### src/icbbo_pkg.sv
// ----------------------------------------------------------------------------
// icbbo_pkg
// Shared types and constants for the incremental consolidated BBO block.
// ----------------------------------------------------------------------------
`timescale 1ns / 1ps

package icbbo_pkg;

  localparam int unsigned DefaultVenueCount = 16;
  localparam int unsigned StoreDepth = 16;
  localparam int unsigned VenueW = 4;
  localparam int unsigned PriceW = 32;
  localparam int unsigned QtyW = 32;
  localparam int unsigned TotalW = 40;
  localparam int unsigned MaskW = 16;

  localparam logic OpUpdate = 1'b0;
  localparam logic OpRebuild = 1'b1;

  typedef struct packed {
    logic              opcode;
    logic [VenueW-1:0] venue;
    logic [PriceW-1:0] bid_tick;
    logic [QtyW-1:0]   bid_qty;
    logic [PriceW-1:0] ask_tick;
    logic [QtyW-1:0]   ask_qty;
    logic [MaskW-1:0]  admit_mask;
  } in_item_t;

  typedef struct packed {
    logic [PriceW-1:0] best_bid_tick;
    logic [TotalW-1:0] best_bid_total;
    logic [MaskW-1:0]  best_bid_venues;
    logic [PriceW-1:0] best_ask_tick;
    logic [TotalW-1:0] best_ask_total;
    logic [MaskW-1:0]  best_ask_venues;
    logic              crossed;
  } out_item_t;

  // Commands from the controller to the datapath.
  typedef struct packed {
    logic load;        // capture the input transaction
    logic update;      // write store and apply incremental update
    logic scan_clear;  // start a rescan on the sides flagged for it
    logic scan_step;   // fold one store entry into rescanning levels
    logic publish;     // load the output register
  } dp_cmd_t;

  // Status from the datapath to the controller.
  typedef struct packed {
    logic need_scan;  // some side needs a rescan
    logic scan_last;  // current scan index is the last live venue
  } dp_sts_t;

  function automatic logic [TotalW-1:0] add_sat(logic [TotalW-1:0] a, logic [QtyW-1:0] b);
    logic [TotalW:0] s;
    s = {1'b0, a} + {{(TotalW+1-QtyW){1'b0}}, b};
    return s[TotalW] ? {TotalW{1'b1}} : s[TotalW-1:0];
  endfunction

  function automatic logic [TotalW-1:0] sub_clamp(logic [TotalW-1:0] a, logic [QtyW-1:0] b);
    logic [TotalW-1:0] bx;
    bx = {{(TotalW-QtyW){1'b0}}, b};
    return (bx > a) ? '0 : a - bx;
  endfunction

endpackage

### src/icbbo_ctrl.sv
// ----------------------------------------------------------------------------
// icbbo_ctrl
// Sequencer for capture, update, optional store scan and result delivery.
// ----------------------------------------------------------------------------
`timescale 1ns / 1ps

module icbbo_ctrl (
  input  logic               clk_i,
  input  logic               rst_ni,
  input  logic               in_valid_i,
  output logic               in_stall_o,
  output logic               out_valid_o,
  input  logic               out_stall_i,
  input  icbbo_pkg::dp_sts_t sts_i,
  output icbbo_pkg::dp_cmd_t cmd_o
);
  import icbbo_pkg::*;

  typedef enum logic [2:0] {
    StIdle, StUpdate, StClear, StScan, StPublish
  } state_e;

  state_e state_q;
  logic   ov_q;
  logic   accept;

  // A waiting result does not block capture; the next one waits in publish.
  assign in_stall_o = (state_q != StIdle);
  assign accept = in_valid_i && !in_stall_o;
  assign out_valid_o = ov_q;

  always_comb begin
    cmd_o = '0;
    cmd_o.load       = accept;
    cmd_o.update     = (state_q == StUpdate);
    cmd_o.scan_clear = (state_q == StClear);
    cmd_o.scan_step  = (state_q == StScan);
    cmd_o.publish    = (state_q == StPublish) && !(ov_q && out_stall_i);
  end

  // State and output valid register.
  always_ff @(posedge clk_i or negedge rst_ni) begin
    if (!rst_ni) begin
      state_q <= StIdle;
      ov_q <= 1'b0;
    end else begin
      if (cmd_o.publish) begin
        ov_q <= 1'b1;
      end else if (!out_stall_i) begin
        ov_q <= 1'b0;
      end
      unique case (state_q)
        StIdle:    if (accept) state_q <= StUpdate;
        StUpdate:  state_q <= StClear;
        StClear:   state_q <= sts_i.need_scan ? StScan : StPublish;
        StScan:    if (sts_i.scan_last) state_q <= StPublish;
        StPublish: if (cmd_o.publish) state_q <= StIdle;
        default:   state_q <= StIdle;
      endcase
    end
  end

endmodule

### config.mk
export PLATFORM = sky130hd
export DESIGN_NAME = icbbo_ctrl
export DESIGN_NICKNAME = d
export VERILOG_FILES = /design/src/icbbo_pkg.sv /design/src/icbbo_ctrl.sv
export SDC_FILE = /design/constraint.sdc
export NUM_CORES = 1
export LEC_CHECK = 0
export ABC_CLOCK_PERIOD_IN_PS = 1850
export BUFFER_PORTS_ARGS = -buffer_cell sky130_fd_sc_hd__buf_2
export CAP_MARGIN = 20
export CORE_AREA = 5 5 42 44
export DETAILED_ROUTE_END_ITERATION = 6
export DIE_AREA = 0 0 47 49
export GPL_TIMING_DRIVEN = 0
export HOLD_SLACK_MARGIN = 0.02
export PLACE_DENSITY = 0.35
export SYNTH_ARGS = -nofsm -noshare
export SYNTH_HDL_FRONTEND = slang
export SYNTH_SLANG_ARGS = --single-unit
### constraint.sdc
create_clock -name clk_i -period 1.85 [get_ports clk_i]
set_input_delay 0.0925 -clock clk_i [delete_from_list [all_inputs] [get_ports clk_i]]
set_output_delay 0.0925 -clock clk_i [all_outputs]
set_load 0.05 [all_outputs]
==> Yosys cells after proc, flatten, opt, wreduce, memory -nomap -nowiden <==
Cells that the tools add are included.
{ "totals": {"romBits": 0, "elab_cells": 25, "out_inout_bits": 7, "latchBits": 0, "regBits": 4, "mem_bits_rw": 0, "inputBits": 6, "memories": 0} }
{ "classes": {"n_reduce_logical": 8, "n_mul": 0, "muxes": 7, "n_eq_ne": 8, "order_cmp": 0, "n_div": 0, "bitwise_logic": 0, "shifts": 0, "addsub": 0} }
{ "ops": {"columns": ["cell", "n"], "rows": [
  ["case mux 3 bit (5 select lines)", 1],
  ["2-to-1 mux 3 bit", 4],
  ["== test 3 x 2 -> 1 bit, second input constant", 2],
  ["inequality test 2 bit, second input constant", 3],
  ["== test 3 x 1 -> 1 bit, second input constant", 1],
  ["== test 3 bit, second input constant", 1],
  ["logical AND 1 bit", 3],
  ["zero test 3 bit", 1],
  ["AND reduction 3 bit", 1],
  ["nonzero test 3 bit", 1],
  ["zero test 1 bit", 2],
  ["2-to-1 mux 1 bit", 2],
  ["inequality test 2 x 1 -> 1 bit, second input constant", 1]
]} }

==> Logic depth before layout (Yosys ltp) <==
{ "logic_depth": {"word_depth": 5, "ltp_mapped": 3, "ltp_nobuf": 3} }

==> Worst setup path before layout <==
Ideal clock, no wire load.
{ "synth_path": {"kind": "reg-to-output", "start": "register state_q[0]", "end": "output cmd_o[3] in the netlist's numbering", "path_buffers": 0, "stages_incl_launch_ff": 2, "arrival_ns": 1.603, "required_time_ns": 1.757, "path_slack_ns": 0.155, "cell_sequence": "dfrtp_1 nor3b_1"} }
{ "synth_lines": {"columns": ["item", "line_no", "rtl"], "rows": [
  ["start: declaration", "icbbo_ctrl.sv:23", "state_e state_q;"],
  ["start signal: assignment", "icbbo_ctrl.sv:44", "state_q <= StIdle;"],
  ["start signal: assignment", "icbbo_ctrl.sv:53", "StIdle: if (accept) state_q <= StUpdate;"],
  ["start signal: assignment", "icbbo_ctrl.sv:54", "StUpdate: state_q <= StClear;"],
  ["end: declaration", "icbbo_ctrl.sv:15", "output icbbo_pkg::dp_cmd_t cmd_o"]
]} }

==> Final worst setup path <==
{ "layout_path": {"start": "register state_q[1]", "end": "output cmd_o[4] in the netlist's numbering"} }
{ "layout_between": {"elab_chain_len": 3} }
{ "layout_lines": {"columns": ["item", "line_no", "rtl"], "rows": [
  ["nonzero test 3 bit", "icbbo_ctrl.sv:28", "assign in_stall_o = (state_q != StIdle);"],
  ["zero test 1 bit", "icbbo_ctrl.sv:29", "assign accept = in_valid_i && !in_stall_o;"],
  ["logical AND 1 bit", "icbbo_ctrl.sv:29", null]
]} }
Every way passes these cells.

==> impl_metrics.py <==
metrics = {
    "status": {
        "outcome": "finished clean",
    },
    "placement": {
        "io_buffers": 12,
        "gp_congestion": 0.715,
        "hpwlAfterDp_um": 459,
    },
    "clock_network": {
        "ctsLongestPathBuffers": 2,
        "root_buffer": "clkbuf_4",
        "numCtsBuffers": 3,
        "cts_sinks": 4,
        "htree_levels": 1,
        "cts_resized": 0,
        "cts_tree": "done",
        "cts.clk_slew.worst_paths_ns": 0.04,
        "clk_latency_ns": 0.23,
    },
    "cells_and_area": {
        "final_nets": 49,
        "multi_input_area_um2": 106,
        "drive_gt1_frac": 0.488,
        "fillers": 164,
        "fin_util": 0.236,
        "area_growth_pct": 51.7,
        "antennaDiodeCount": 0,
        "layout.area.seq_um2": 100,
    },
    "floorplanning": {
        "fp.dieW_um": 47,
        "die_h_um": 49,
        "rows": 14,
        "ioPinCount": 13,
        "core_area_um2": 1400,
        "start_util": 0.155,
        "dieArea_um2": 2300,
    },
    "sta": {
        "relSlewSlack": 0.830,
        "period_share": 0.787,
        "setup_viol": 0,
        "final_max_slew_viol_count": 0,
        "rsz0062_at_grt": "false",
        "worstMarginPinSlew_ns": 0.256,
        "hold_violations": 0,
        "tns_ns": 0,
        "clock_skew_ns": 0.00710,
        "timing.fmax_ghz": 0.687,
        "period_minus_slack_ns": 1.46,
    },
    "route": {
        "routed_wl_um": 545,
        "drtIter0Drc": 7,
        "wl_per_cell_um": 9.56,
        "firstDrtPassIters": 2,
        "vias": 224,
        "ant_nets": 0,
        "vias_per_cell": 3.93,
        "drc": 0,
    },
    "grt": {
        "grt_pass1_vias": 224,
        "gr-usage-met1": 0.0535,
        "antenna_found_initial": 0,
        "overflow": 0,
        "grt-busiest-layer": "met2",
        "grt_max_degree": 9,
        "met3_usage": 0.0258,
        "grt_util_all_layers": 0.0530,
        "grt_pass1_wl_um": 869,
        "grtUsageMet2": 0.0792,
    },
    "critical_path": {
        "path_max_fanout": 7,
        "crit_type": "reg2out",
        "critPathArrivalTime_ns": 1.36,
        "path_cells": "nor2_2, and3_4, buf_4, buf_2",
        "cp_slowest_cell": "dfrtp_1",
        "required_ns": 1.76,
        "max_stage_delay_ns": 0.43,
        "worstSetupStartpointType": "flip-flop",
        "cp-end-kind": "output pin",
    },
    "hold_path": {
        "hold_class": "in2reg",
    },
    "synthesis": {
        "synth_fa_ha_area_frac": 0,
        "synth_top_family_by_area": "simple AND/OR/NAND/NOR gates",
        "synth_compound_area_frac": 0.138,
        "synth_area_per_cell_um2": 8.71,
        "synthSimpleGateAreaFrac": 0.351,
        "ys_warn_count": 0,
        "synthXorXnorAreaFrac": 0,
        "synth_mux_area_frac": 0,
        "ys_seq_area_frac": 0.460,
        "syn_area_um2": 218,
        "synth_cell_types": 13,
        "syn_nets": 31,
        "synthesis.instances": 25,
        "synth.ff_latch_count": 4,
    },
    "run": {
        "maxCapViolations": 0,
    },
}
-- logic make-up (layout without fill, tap and decap cells) --
logic type | Yosys count | after routing
AO/OA/AOI/OAI | 5 | 5
buffers and inverters | 2 | 18
flip-flops | 4 | 4
AND/OR/NAND/NOR | 14 | 14
-- sequential cells by signal (all words and copies together) (netlist names) --
register and flops:
out_valid_o 1, state_q 3
-- cell usage after synthesis --
master | n | area share
nand2_1 | 6 | 0.10
inv_1 | 1 | 0.017
and3_2 | 1 | 0.034
dfrtp_1 | 4 | 0.46
nor2_2 | 1 | 0.029
and3b_2 | 1 | 0.046
a31o_1 | 1 | 0.040
nor3b_1 | 1 | 0.034
buf_4 | 1 | 0.034
and3_4 | 1 | 0.052
a21oi_1 | 3 | 0.069
nor2_1 | 3 | 0.052
o22ai_1 | 1 | 0.029
-- through the flow --
stage | hold WS [ns] | setup slack (ns) | cells | instance area [um2]
5_1_grt | 0.103 | 0.316 | 57 | 330
3_5_place_dp | -0.101 | 0.623 | 53 | 298
2_1_floorplan | -0.203 | 0.155 | 25 | 218
6_report | 0.0987 | 0.393 | 57 | 330
4_1_cts | 0.0992 | 0.375 | 57 | 330
3_3_place_gp | -0.101 | 0.633 | 53 | 298
-- worst max-delay path, delay by kind of cell (launching register included) --
family	cells	cell delay (ns)
buffers and inverters	2	0.33
DFF	1	0.43
and+or+nand+nor	2	0.37
-- worst paths after layout --
kind	start	end	slack [ns]	depth (start not counted)
worst max-delay path	state_q[1]	cmd_o[4]	0.39	4
worst min-delay path	out_stall_i	out_valid_o	0.1	3
worst max register to register	state_q[0]	state_q[0]	0.85	3
worst min register to register	state_q[2]	state_q[1]	0.50	1
max in group asynchronous	rst_ni	state_q[1]	1.53	2
min in group asynchronous	rst_ni	out_valid_o	0.19	2
-- layout make-up --
class | instances | share of cell area
Inverter | 1 | 0.0114
Timing Repair Buffer | 13 | 0.212
Buffer | 1 | 0.0227
Sequential cell | 4 | 0.303
Multi-Input combinational cell | 19 | 0.322
Tap cell | 16 | 0.0606
Clock buffer | 3 | 0.0682
-- placed cells by master (no fill, tap or decap) --
cell type	n
and3_2	1
buf_2	12
o22ai_1	1
a31o_1	1
and3b_2	1
inv_1	1
buf_4	1
a21oi_1	3
dlygate4sd3_1	1
dfrtp_1	4
and3_4	1
nor3b_1	1
nor2_1	3
clkbuf_4	3
nor2_2	1
nand2_1	6
-- routing by layer --
metal / up-vias / share of wire
met5: - / 0
met4: 0 / 0
met3: 0 / 0.075
met2: 7 / 0.47
met1: 96 / 0.45
li1: 121 / -
-- timing repair --
item,in CTS,in global routing
endpoints found under the setup margin,0,0
setup buffers,0,0
hold buffers,1,0
hold endpoints to repair,4,0
Power is not shown: default switching activity piles up to over one toggle a cycle in this logic, so the estimate is an artifact.
